<file path="src/hw/rtl/dldw_pkg.sv">
// Shared types and line-state codes for the DSI low-power DCS write transmitter.
package dldw_pkg;

  localparam int JOB_BYTES = 5;

  localparam logic [1:0] LS_00 = 2'b00;
  localparam logic [1:0] LS_01 = 2'b01;
  localparam logic [1:0] LS_10 = 2'b10;
  localparam logic [1:0] LS_11 = 2'b11;

  typedef struct packed {
    logic [7:0]  data_byte;
    logic        is_command;
    logic [15:0] param_count;
  } in_item_t;

  typedef struct packed {
    logic [1:0] first_state;
    logic [1:0] second_state;
    logic       has_second;
    logic       end_of_run;
  } out_item_t;

  // One queued transmit job: what a single accepted item puts on the lane.
  typedef struct packed {
    logic                           exit_pre;
    logic                           entry;
    logic [2:0]                     nbytes;
    logic [JOB_BYTES-1:0][7:0]      bytes;
    logic                           exit_post;
  } job_t;

endpackage

</file>
<file path="src/hw/rtl/dldw_front.sv">
// Front end: accepts items, tracks the open write and builds transmit jobs.
module dldw_front import dldw_pkg::*; (
  input  logic     clk,
  input  logic     rst,
  input  logic     in_valid,
  output logic     in_ready,
  input  in_item_t in_item,
  output logic     job_valid,
  input  logic     job_ready,
  output job_t     job
);

  localparam logic [1:0] PH_IDLE  = 2'd0;
  localparam logic [1:0] PH_SHORT = 2'd1;
  localparam logic [1:0] PH_LCMD  = 2'd2;
  localparam logic [1:0] PH_LPAR  = 2'd3;

  localparam logic [7:0]  LPDT_CODE = 8'h87;
  localparam logic [7:0]  DI_SHORT0 = 8'h05;
  localparam logic [7:0]  DI_SHORT1 = 8'h15;
  localparam logic [7:0]  DI_LONG   = 8'h39;
  localparam logic [15:0] CRC_POLY  = 16'h8408;
  localparam logic [15:0] CRC_INIT  = 16'hffff;
  localparam logic [15:0] CNT_MAX   = 16'hfffe;

  localparam logic [23:0] ECC_MASK [6] = '{
    24'hF12CB7, 24'hF2555B, 24'h749A6D, 24'hB8E38E, 24'hDF03F0, 24'hEFFC00
  };

  function automatic logic [7:0] header_ecc(logic [7:0] b0, logic [7:0] b1, logic [7:0] b2);
    logic [23:0] v;
    logic [7:0]  e;
    v = {b2, b1, b0};
    e = '0;
    for (int i = 0; i < 6; i++) begin
      e[i] = ^(v & ECC_MASK[i]);
    end
    return e;
  endfunction

  function automatic logic [15:0] crc_byte(logic [15:0] c_in, logic [7:0] v);
    logic [15:0] c;
    c = c_in;
    for (int i = 0; i < 8; i++) begin
      if (c[0] ^ v[i]) begin
        c = (c >> 1) ^ CRC_POLY;
      end else begin
        c = c >> 1;
      end
    end
    return c;
  endfunction

  logic [1:0]  phase, phase_next;
  logic [15:0] params_left, params_left_next;
  // In a long write this already includes the command byte, which is sent later.
  logic [15:0] running_crc, running_crc_next;
  logic [7:0]  held_command;

  logic [15:0] cnt;
  logic [15:0] wc;
  logic [15:0] crc_upd;
  logic [15:0] left_dec;
  logic        accept;
  job_t        job_c;
  logic        job_any;

  assign in_ready = job_ready;
  assign accept   = in_valid && in_ready;

  always_comb begin
    cnt      = (in_item.param_count > CNT_MAX) ? CNT_MAX : in_item.param_count;
    wc       = cnt + 16'd1;
    crc_upd  = crc_byte(running_crc, in_item.data_byte);
    left_dec = (params_left != '0) ? params_left - 16'd1 : '0;

    phase_next       = phase;
    params_left_next = params_left;
    running_crc_next = running_crc;
    job_c            = '0;
    job_any          = 1'b0;

    if (in_item.is_command) begin
      job_c.exit_pre = (phase == PH_LCMD) || (phase == PH_LPAR);
      job_any        = job_c.exit_pre;
      if (cnt == '0) begin
        job_c.entry     = 1'b1;
        job_c.nbytes    = 3'd5;
        job_c.bytes[0]  = LPDT_CODE;
        job_c.bytes[1]  = DI_SHORT0;
        job_c.bytes[2]  = in_item.data_byte;
        job_c.bytes[3]  = 8'h00;
        job_c.bytes[4]  = header_ecc(DI_SHORT0, in_item.data_byte, 8'h00);
        job_c.exit_post = 1'b1;
        job_any         = 1'b1;
        phase_next       = PH_IDLE;
        params_left_next = '0;
        running_crc_next = CRC_INIT;
      end else if (cnt == 16'd1) begin
        phase_next       = PH_SHORT;
        params_left_next = 16'd1;
        running_crc_next = CRC_INIT;
      end else begin
        job_c.entry    = 1'b1;
        job_c.nbytes   = 3'd5;
        job_c.bytes[0] = LPDT_CODE;
        job_c.bytes[1] = DI_LONG;
        job_c.bytes[2] = wc[7:0];
        job_c.bytes[3] = wc[15:8];
        job_c.bytes[4] = header_ecc(DI_LONG, wc[7:0], wc[15:8]);
        job_any        = 1'b1;
        phase_next       = PH_LCMD;
        params_left_next = cnt;
        running_crc_next = crc_byte(CRC_INIT, in_item.data_byte);
      end
    end else begin
      case (phase)
        PH_SHORT: begin
          job_c.entry     = 1'b1;
          job_c.nbytes    = 3'd5;
          job_c.bytes[0]  = LPDT_CODE;
          job_c.bytes[1]  = DI_SHORT1;
          job_c.bytes[2]  = held_command;
          job_c.bytes[3]  = in_item.data_byte;
          job_c.bytes[4]  = header_ecc(DI_SHORT1, held_command, in_item.data_byte);
          job_c.exit_post = 1'b1;
          job_any         = 1'b1;
          phase_next       = PH_IDLE;
          params_left_next = '0;
        end
        PH_LCMD, PH_LPAR: begin
          job_any          = 1'b1;
          params_left_next = left_dec;
          if (phase == PH_LCMD) begin
            job_c.bytes[0] = held_command;
            job_c.bytes[1] = in_item.data_byte;
            job_c.bytes[2] = crc_upd[7:0];
            job_c.bytes[3] = crc_upd[15:8];
            job_c.nbytes   = (left_dec == '0) ? 3'd4 : 3'd2;
          end else begin
            job_c.bytes[0] = in_item.data_byte;
            job_c.bytes[1] = crc_upd[7:0];
            job_c.bytes[2] = crc_upd[15:8];
            job_c.nbytes   = (left_dec == '0) ? 3'd3 : 3'd1;
          end
          if (left_dec == '0) begin
            job_c.exit_post  = 1'b1;
            phase_next       = PH_IDLE;
            running_crc_next = CRC_INIT;
          end else begin
            phase_next       = PH_LPAR;
            running_crc_next = crc_upd;
          end
        end
        default: begin
          // A parameter with no open write is dropped.
          job_any = 1'b0;
        end
      endcase
    end
  end

  assign job_valid = in_valid && job_any;
  assign job       = job_c;

  always_ff @(posedge clk) begin
    if (rst) begin
      phase       <= PH_IDLE;
      params_left <= '0;
      running_crc <= CRC_INIT;
    end else if (accept) begin
      phase       <= phase_next;
      params_left <= params_left_next;
      running_crc <= running_crc_next;
    end
  end

  always_ff @(posedge clk) begin
    if (accept && in_item.is_command) begin
      held_command <= in_item.data_byte;
    end
  end

endmodule

</file>
<file path="src/hw/rtl/dldw_fifo.sv">
// Short job queue between the front end and the slot serializer.
module dldw_fifo import dldw_pkg::*; #(
  parameter int DEPTH = 4
) (
  input  logic clk,
  input  logic rst,
  input  logic push_valid,
  output logic push_ready,
  input  job_t push_job,
  output logic pop_valid,
  input  logic pop_ready,
  output job_t pop_job
);

  localparam int AW = (DEPTH > 1) ? $clog2(DEPTH) : 1;
  localparam int CW = $clog2(DEPTH + 1);

  job_t          mem [DEPTH];
  logic [AW-1:0] wr_ptr, rd_ptr;
  logic [CW-1:0] count;
  logic          do_push, do_pop;

  assign push_ready = (count != CW'(DEPTH));
  assign pop_valid  = (count != '0);
  assign pop_job    = mem[rd_ptr];
  assign do_push    = push_valid && push_ready;
  assign do_pop     = pop_valid && pop_ready;

  always_ff @(posedge clk) begin
    if (do_push) begin
      mem[wr_ptr] <= push_job;
    end
  end

  always_ff @(posedge clk) begin
    if (rst) begin
      wr_ptr <= '0;
      rd_ptr <= '0;
      count  <= '0;
    end else begin
      if (do_push) begin
        wr_ptr <= (wr_ptr == AW'(DEPTH - 1)) ? '0 : wr_ptr + AW'(1);
      end
      if (do_pop) begin
        rd_ptr <= (rd_ptr == AW'(DEPTH - 1)) ? '0 : rd_ptr + AW'(1);
      end
      if (do_push && !do_pop) begin
        count <= count + CW'(1);
      end else if (do_pop && !do_push) begin
        count <= count - CW'(1);
      end
    end
  end

endmodule

</file>
<file path="src/hw/rtl/dldw_back.sv">
// Slot serializer: turns queued jobs into one line-state slot per cycle while the output is not stalled.
module dldw_back import dldw_pkg::*; (
  input  logic      clk,
  input  logic      rst,
  input  logic      job_valid,
  output logic      job_ready,
  input  job_t      job_in,
  output logic      out_valid,
  input  logic      out_ready,
  output out_item_t out_item
);

  localparam logic [2:0] SEG_PRE   = 3'd0;
  localparam logic [2:0] SEG_ENTRY = 3'd1;
  localparam logic [2:0] SEG_BYTES = 3'd2;
  localparam logic [2:0] SEG_POST  = 3'd3;
  localparam logic [2:0] SEG_DONE  = 3'd4;

  // First segment at or after start that the job actually contains.
  function automatic logic [2:0] seg_from(job_t j, logic [2:0] start);
    logic [2:0] s;
    s = SEG_DONE;
    if (start <= SEG_POST && j.exit_post) s = SEG_POST;
    if (start <= SEG_BYTES && j.nbytes != '0) s = SEG_BYTES;
    if (start <= SEG_ENTRY && j.entry) s = SEG_ENTRY;
    if (start <= SEG_PRE && j.exit_pre) s = SEG_PRE;
    return s;
  endfunction

  job_t       job;
  logic       busy;
  logic [2:0] seg;
  logic [2:0] sub;
  logic [2:0] bidx;

  logic       out_adv;
  logic       seg_last;
  logic [2:0] seg_nxt;
  logic       job_last;
  logic       load;
  out_item_t  slot;
  logic [7:0] cur_byte;

  assign out_adv = !out_valid || out_ready;

  always_comb begin
    cur_byte = job.bytes[bidx];
    slot     = '0;
    seg_last = 1'b0;
    case (seg)
      SEG_PRE, SEG_POST: begin
        seg_last = (sub == 3'd1);
        if (sub == 3'd0) begin
          slot.first_state  = LS_00;
          slot.second_state = LS_10;
          slot.has_second   = 1'b1;
        end else begin
          slot.first_state  = LS_11;
          slot.second_state = LS_00;
          slot.has_second   = 1'b0;
        end
      end
      SEG_ENTRY: begin
        seg_last          = (sub == 3'd1);
        slot.first_state  = (sub == 3'd0) ? LS_10 : LS_01;
        slot.second_state = LS_00;
        slot.has_second   = 1'b1;
      end
      SEG_BYTES: begin
        seg_last          = (sub == 3'd7) && (bidx == job.nbytes - 3'd1);
        slot.first_state  = cur_byte[sub] ? LS_10 : LS_01;
        slot.second_state = LS_00;
        slot.has_second   = 1'b1;
      end
      default: begin
        seg_last = 1'b1;
      end
    endcase
    seg_nxt         = seg_from(job, seg + 3'd1);
    job_last        = seg_last && (seg_nxt == SEG_DONE);
    slot.end_of_run = job_last;
  end

  // A new job loads in the cycle the previous one gives its last slot.
  assign load      = job_valid && (!busy || (out_adv && job_last));
  assign job_ready = load;

  always_ff @(posedge clk) begin
    if (rst) begin
      busy      <= 1'b0;
      out_valid <= 1'b0;
      seg       <= SEG_DONE;
      sub       <= '0;
      bidx      <= '0;
    end else begin
      if (out_adv) begin
        out_valid <= busy;
      end
      if (load) begin
        busy <= 1'b1;
        seg  <= seg_from(job_in, SEG_PRE);
        sub  <= '0;
        bidx <= '0;
      end else if (out_adv && busy) begin
        if (job_last) begin
          busy <= 1'b0;
        end else if (seg_last) begin
          seg  <= seg_nxt;
          sub  <= '0;
          bidx <= '0;
        end else if (seg == SEG_BYTES && sub == 3'd7) begin
          sub  <= '0;
          bidx <= bidx + 3'd1;
        end else begin
          sub <= sub + 3'd1;
        end
      end
    end
  end

  always_ff @(posedge clk) begin
    if (load) begin
      job <= job_in;
    end
    if (out_adv && busy) begin
      out_item <= slot;
    end
  end

endmodule

</file>
<file path="src/hw/rtl/dsi_lp_dcs_write_transmitter.sv">
// Top level of the DSI data-lane-0 low-power DCS write transmitter.
// A DCS write enters as a command item (command byte plus parameter count) followed by
// its parameter items; the block emits one result per bit slot of the lane: escape
// entry, the LPDT code, the packet bytes LSB first and the exit sequence. No parameter
// gives short packet 0x05, one gives 0x15, more give long packet 0x39 with a CRC-16.
// Parameter items with no open write are dropped; a command during an open long write
// closes its escape first. The front end takes an item whenever its job
// queue (QUEUE_DEPTH entries) has room; the serializer behind it gives one slot per
// cycle while the output is not stalled, so an item costs as many cycles as the slots
// it causes, and a command that closes an open long write adds the exit slots. Jobs
// follow each other with no gap.
module dsi_lp_dcs_write_transmitter import dldw_pkg::*; #(
  parameter int QUEUE_DEPTH = 4
) (
  input  logic      clk,
  input  logic      rst,
  input  logic      in_valid,
  output logic      in_ready,
  input  in_item_t  in_item,
  output logic      out_valid,
  input  logic      out_ready,
  output out_item_t out_item
);

  logic q_push_valid, q_push_ready;
  logic q_pop_valid, q_pop_ready;
  job_t q_push_job, q_pop_job;

  dldw_front u_front (
    .clk       (clk),
    .rst       (rst),
    .in_valid  (in_valid),
    .in_ready  (in_ready),
    .in_item   (in_item),
    .job_valid (q_push_valid),
    .job_ready (q_push_ready),
    .job       (q_push_job)
  );

  dldw_fifo #(
    .DEPTH (QUEUE_DEPTH)
  ) u_fifo (
    .clk        (clk),
    .rst        (rst),
    .push_valid (q_push_valid),
    .push_ready (q_push_ready),
    .push_job   (q_push_job),
    .pop_valid  (q_pop_valid),
    .pop_ready  (q_pop_ready),
    .pop_job    (q_pop_job)
  );

  dldw_back u_back (
    .clk       (clk),
    .rst       (rst),
    .job_valid (q_pop_valid),
    .job_ready (q_pop_ready),
    .job_in    (q_pop_job),
    .out_valid (out_valid),
    .out_ready (out_ready),
    .out_item  (out_item)
  );

endmodule

</file>
<file path="config.mk">
export PLATFORM = sky130hd
export DESIGN_NAME = dsi_lp_dcs_write_transmitter
export DESIGN_NICKNAME = d
export VERILOG_FILES = /design/src/hw/rtl/dldw_pkg.sv /design/src/hw/rtl/dldw_front.sv /design/src/hw/rtl/dldw_fifo.sv /design/src/hw/rtl/dldw_back.sv /design/src/hw/rtl/dsi_lp_dcs_write_transmitter.sv
export SDC_FILE = /design/constraint.sdc
export NUM_CORES = 1
export LEC_CHECK = 0
export ABC_AREA = 1
export ABC_CLOCK_PERIOD_IN_PS = 12400
export BUFFER_PORTS_ARGS = -buffer_cell sky130_fd_sc_hd__buf_2
export CAP_MARGIN = 20
export CORE_AREA = 2 2 166 168
export CTS_CLUSTER_SIZE = 28
export DETAILED_ROUTE_END_ITERATION = 10
export DIE_AREA = 0 0 168 170
export PLACE_DENSITY = 0.76
export SLEW_MARGIN = 40
export SYNTH_ARGS = -nofsm -noshare
export SYNTH_HDL_FRONTEND = slang
export SYNTH_SLANG_ARGS = --single-unit
</file>
<file path="constraint.sdc">
create_clock -name clk -period 12.4 [get_ports clk]
set_input_delay 2.48 -clock clk [delete_from_list [all_inputs] [get_ports clk]]
set_output_delay 2.48 -clock clk [all_outputs]
set_load 0.02 [all_outputs]
</file>
=== After elaboration in Yosys (flattened, before gate mapping) ===
Memory sizes are Yosys's and may differ from the RTL's. A register that Yosys moved wholly into a read port is not among the register bits.
Index checks and enable logic that the tools add are counted.

* Add/subtract/negate cells: 10
* Magnitude comparators: 7
* Eq/ne operators: 15
* Mux-type cells: 108
* Bitwise gates (word level): 31
* Reduce and logical (&&, ||, !) cells: 68

{| class="wikitable"
|+ Operators by type and width
! operator !! number
|-
| $mux 16 || 47
|-
| $reduce_xor 24->1 || 18
|-
| $mux 44 || 2
|-
| $pmux 33 s2 || 1
|-
| $mux 3 || 20
|-
| $mux 45 || 1
|-
| $not 2->3 || 15
|-
| $logic_not 16->1 || 2
|-
| $pmux 16 s2 || 1
|-
| $bmux 8 s3 || 1
|-
| $mux 24 || 1
|-
| $mux 2 || 11
|-
| $logic_and 1x1->1 || 17
|-
| $add 16x1->16 const B || 1
|-
| $eq 16x1->1 const B || 1
|-
| $gt 16x16->1 const B || 1
|-
| $mux 8 || 2
|-
| $reduce_bool 16->1 || 1
|-
| $sub 16x1->16 const B || 1
|-
| $pmux 5 s3 || 1
|-
| $xor 1x1->1 || 15
|-
| $mux 1 || 14
|-
| $add 3x1->3 const B || 4
|-
| $reduce_bool 2->1 || 6
|-
| other kinds (28) || 55
|}

* Flip-flop bits (word level): 112
* Bits in writable memories: 184
* Output and inout port bits: 8
* Logic and storage cells: 265
* Memories kept: 1

{| class="wikitable"
|+ Memories
! name !! depth !! width !! read ports !! clocked after Yosys merged registers in !! wr ports !! line !! source
|-
| u_fifo.mem || 4 || 46 || 1 || 1 || 1 || dldw_fifo.sv:18 || <nowiki>job_t mem [DEPTH];</nowiki>
|}

=== Depth between registers and ports, before layout ===
* Depth in word-level cells: 41
* Mapped depth: 24

=== Modules after synthesis ===
Synthesis repeated with hierarchy kept, for this count alone.

* Cell total of the unflattened synthesis: 1,637
* Area total of the unflattened synthesis: 15,620.0 um2

{| class="wikitable"
|+ By module, submodules not included
! module !! times used !! cells an instance !! area an instance (um2) !! seq. area each (um2)
|-
| dldw_fifo || 1 || 514 || 7,372.1 || 5,705.5
|-
| dldw_front || 1 || 828 || 5,228.8 || 920.9
|-
| dldw_back || 1 || 295 || 3,019.1 || 1,751.7
|}

=== Least setup slack after synthesis ===
Ideal clock, no wire load.

* Path type: input -> register
* Start point: input in_item[16] (netlist name)
* End point: memory u_fifo.mem[0][0] (netlist name) (enable)
* Library setup time: 0.446 ns
* Arrival time: 5.032 ns
* Data required time: 11.954 ns
* Setup slack: 6.922 ns
* Stages: 6
* Path through: clkbuf_1 > inv_1 > nand2_1 > nand2_1 > o21ai_2 > nor2_1

* Longest elaborated chain between the ends: 5

{| class="wikitable"
|+ RTL lines
! item !! line !! source
|-
| from (decl) || dsi_lp_dcs_write_transmitter.sv:19 || <nowiki>input in_item_t in_item,</nowiki>
|-
| $mux 1 || dldw_front.sv:83 || <nowiki>if (in_item.is_command) begin</nowiki>
|-
| $logic_and 1x1->1 || dldw_front.sv:163 || <nowiki>assign job_valid = in_valid && job_any;</nowiki>
|-
| $logic_and 1x1->1 || dldw_fifo.sv:26 || <nowiki>assign do_push = push_valid && push_ready;</nowiki>
|-
| $mux 1 || dldw_fifo.sv:30 || <nowiki>if (do_push) begin</nowiki>
|-
| $mux 1 (not written as such) || dldw_fifo.sv:31 || <nowiki>mem[wr_ptr] <= push_job;</nowiki>
|-
| to (decl) || dldw_fifo.sv:18 ||
|}

Every way passes these cells.

==> out/metrics.cfg <==
[power]
switching_power_mw=1.15
intPower_mw=2.15
seqPwrFrac=0.422
p_sw_frac=0.348
peakVddDrop_v=0.000143
leakagePower_nw=6.13
pwr-share-comb=0.300
p_total_mw=3.29
clkPwrFrac=0.278
p_per_area_mw_per_mm2=206

[cells_and_area]
drive_above_1_share=0.0822
final_nets=1614
area_growth_pct=10.1
antenna-diode-count=0
stdcell_area_mm2=0.0160

[timing]
fin_crit_sh=0.439
fmax_mhz=184
relSlewSlack=0.474
setup_viol=0
rsz0062_at_grt=false
drv_slew=0
finalCriticalPeriod_ns=5.44
fin_tns_setup_ns=0
hold_violations=0
worst_pin_slew_ns=0.787
skew_ns=0.0146

[floorplan]
start_util=0.544
die_y_um=170
ios=37
num_rows=60
core_mm2=0.0267
die_x_um=168
die-area_mm2=0.0286

[logic_synthesis]
synth_nets=1605
synth_seq_cells=287
synth.area.top_cells=edfxtp_1 48%, dfxtp_1 7.5%, nand2_1 6.8%
synth_cell_types=51
async_flop_share=0
syn-instance-count=1553
synth_area_mm2=0.0145
yosys.area.top_type=edfxtp_1
netlist_top_cells_count=263 x nand2_1, 233 x edfxtp_1, 182 x nor2_1
synth_ff_type=edfxtp_1
synth_edf_count=233
seq_area_frac_synth=0.557
synth.most_common_cell=nand2_1
ys_warn_count=0
syn_area_per_cell_um2=9.33
synth_top_area_share=0.483

[placement]
io_buffers=35
gp_congestion=0.992
post_dp_cell_area_mm2=0.0149
hpwl_um=25900

[job]
max_cap_viol_count=0

[global_route]
grtUsageTotal=0.267
antenna_found_initial=0
grt_pass1_vias=10728
overflow=0
grt_max_degree=65
grt_first_pass_wirelength_um=59000

[worst_hold_path]
hold_class=flip-flop to flip-flop

[critical_path]
worstPathArrival_ns=5.69
critPathMaxFanout=11
path_delay_family=simple AND/OR/NAND/NOR gates
cpMostUsedCell=nand2_1
slowest_stage=nor2_1
critPathLaunchType=primary input
path_class=primary input to flip-flop
slowest_delay_ns=0.56
crit_path_end_kind=flip-flop
path_buf_inv=2
critPathRequiredTime_ns=12.65
crit_chain=buf_2, nand2_1, nor2_1, nand2_1, nor2_1, nor2_1, ha_1, nand3_1, nor2_1, nand3_1, xor2_1, inv_1, nand3_1, nand2_1, xnor2_1, nand2_1, nand3_1, nand2_1

[drt]
drt_iter0_drc=1395
ant_nets=0
drt-wirelength-per-cell_um=19.9
drc=0
vias=11383
viasPerCell=5.92
detail_route.first_pass.iterations=6
drt_wl_total_um=38200

[status]
status=completed

[cts]
tritoncts=done
clkTransAtPathRegs_ns=0.07
cts.sinks=287
htree_levels=1
hold_buffers=0
numCtsBuffers=29
cts_setup_buffers=0
cts_resized=0
clk_latency_ns=0.54
clk_path_buf_depth=3
clock-root-buffer=clkbuf_16

==> worst paths after layout <==
| check | slack (ns) | endpoint | cells past startpoint | start |
|---|---|---|---|---|
| max | 6.96 | u_fifo.mem[1][34] | 18 | in_item[9] |
| min | 0.47 | u_front.running_crc[10] | 2 | u_front.running_crc[10] |
| min reg2reg | 0.47 | u_front.running_crc[10] | 2 | u_front.running_crc[10] |
| max reg2reg | 9.18 | u_fifo.count[1] | 16 | u_back.seg[0] |
==> stage by stage <==
step                std cells  utilization  hold slack [ns]  setup slack (ns)
floorplan                1553            -            0.440              6.92
global placement         1870        0.561            0.455              6.57
detailed placement       1870        0.561            0.453              6.47
CTS                      1921        0.599            0.471              7.04
global route             1923        0.599            0.500              6.61
finish                   1923        0.599            0.473              6.96
==> metal layers <==
| layer | track usage | wire length, µm | vias to the layer above | share of wire |
|---|---|---|---|---|
| met5 | 0 | 0 | - | 0 |
| met4 | 0.0994 | 1420 | 0 | 0.037 |
| met3 | 0.0351 | 2790 | 99 | 0.073 |
| met2 | 0.444 | 18000 | 463 | 0.47 |
| met1 | 0.359 | 16000 | 5414 | 0.42 |
| li1 | - | - | 5407 | - |
==> placed cells by master (no fill, tap or decap), types with 4 or more instances in the layout <==
| cell | count |
|---|---|
| nand2_1 | 261 |
| edfxtp_1 | 233 |
| nor2_1 | 178 |
| o21ai_0 | 162 |
| inv_1 | 127 |
| nand3_1 | 85 |
| xor2_1 | 55 |
| a21oi_1 | 54 |
| o22ai_1 | 53 |
| dfxtp_1 | 53 |
| xnor2_1 | 42 |
| buf_2 | 36 |
| clkbuf_16 | 29 |
| a31oi_1 | 22 |
| ha_1 | 22 |
| nand4_1 | 21 |
| o221ai_1 | 16 |
| o21ai_1 | 15 |
| buf_4 | 14 |
| or2_2 | 8 |
| nor4_1 | 7 |
| nand2_2 | 7 |
| nor2_4 | 6 |
| clkinv_1 | 6 |
| inv_2 | 5 |
| nor3_1 | 5 |
| a22oi_1 | 5 |
| clkbuf_8 | 5 |
| bufinv_16 | 5 |
| a221oi_1 | 4 |
| clkinv_2 | 4 |
==> cell families (layout without fill, tap and decap cells) <==
family	Yosys count	in the layout	synth area share
and+or+nand+nor	589	589	0.172
AOI/OAI and AO/OA	348	348	0.136
DFF	287	287	0.557
buffers and inverters	208	237	0.0552
xor gates and xnor gates	97	97	0.0586
adders and majority gates	23	23	0.0204
other	1	1	0.000259
==> cell type report <==
class                           count  area, µm²
Fill cell                        2222      10700
Sequential cell                   287       8080
Multi-Input combinational cell   1058       5660
Clock buffer                       37        806
Inverter                          135        507
Tap cell                          341        427
Timing Repair Buffer               51        290
Clock inverter                     14        199
==> state kept, by name, indices dropped and copies added, names as in the netlist, named ones only <==
register / count
u_front.held_command: 8
u_fifo.mem: 176
u_front.phase: 2
u_back.job: 44
u_back.out_item: 5
u_front.running_crc: 16
u_fifo.count: 3
u_front.params_left: 16
u_back.bidx: 3
u_back.sub: 3
u_back.seg: 3
u_back.busy: 1
u_fifo.rd_ptr: 2
u_back.out_valid: 1
u_fifo.wr_ptr: 2
==> power groups by stage <==
stage	Combinational (mW)	Sequential (mW)	Clock [mW]
after floorplan	0.710	1.37	0
after global placement	0.949	1.40	0
after detailed placement	0.974	1.41	0
after CTS	0.980	1.39	0.922
after global routing	1.11	1.41	0.957
final	0.989	1.39	0.914
==> tightest hold or removal path, delay by kind of cell (launching register included) <==
kind	cells	cell delay, ns
AND/OR/NAND/NOR	1	0.06
flip-flops	1	0.33
AO/OA/AOI/OAI	1	0.06
No activity file was read; power rests on OpenSTA's default activity.
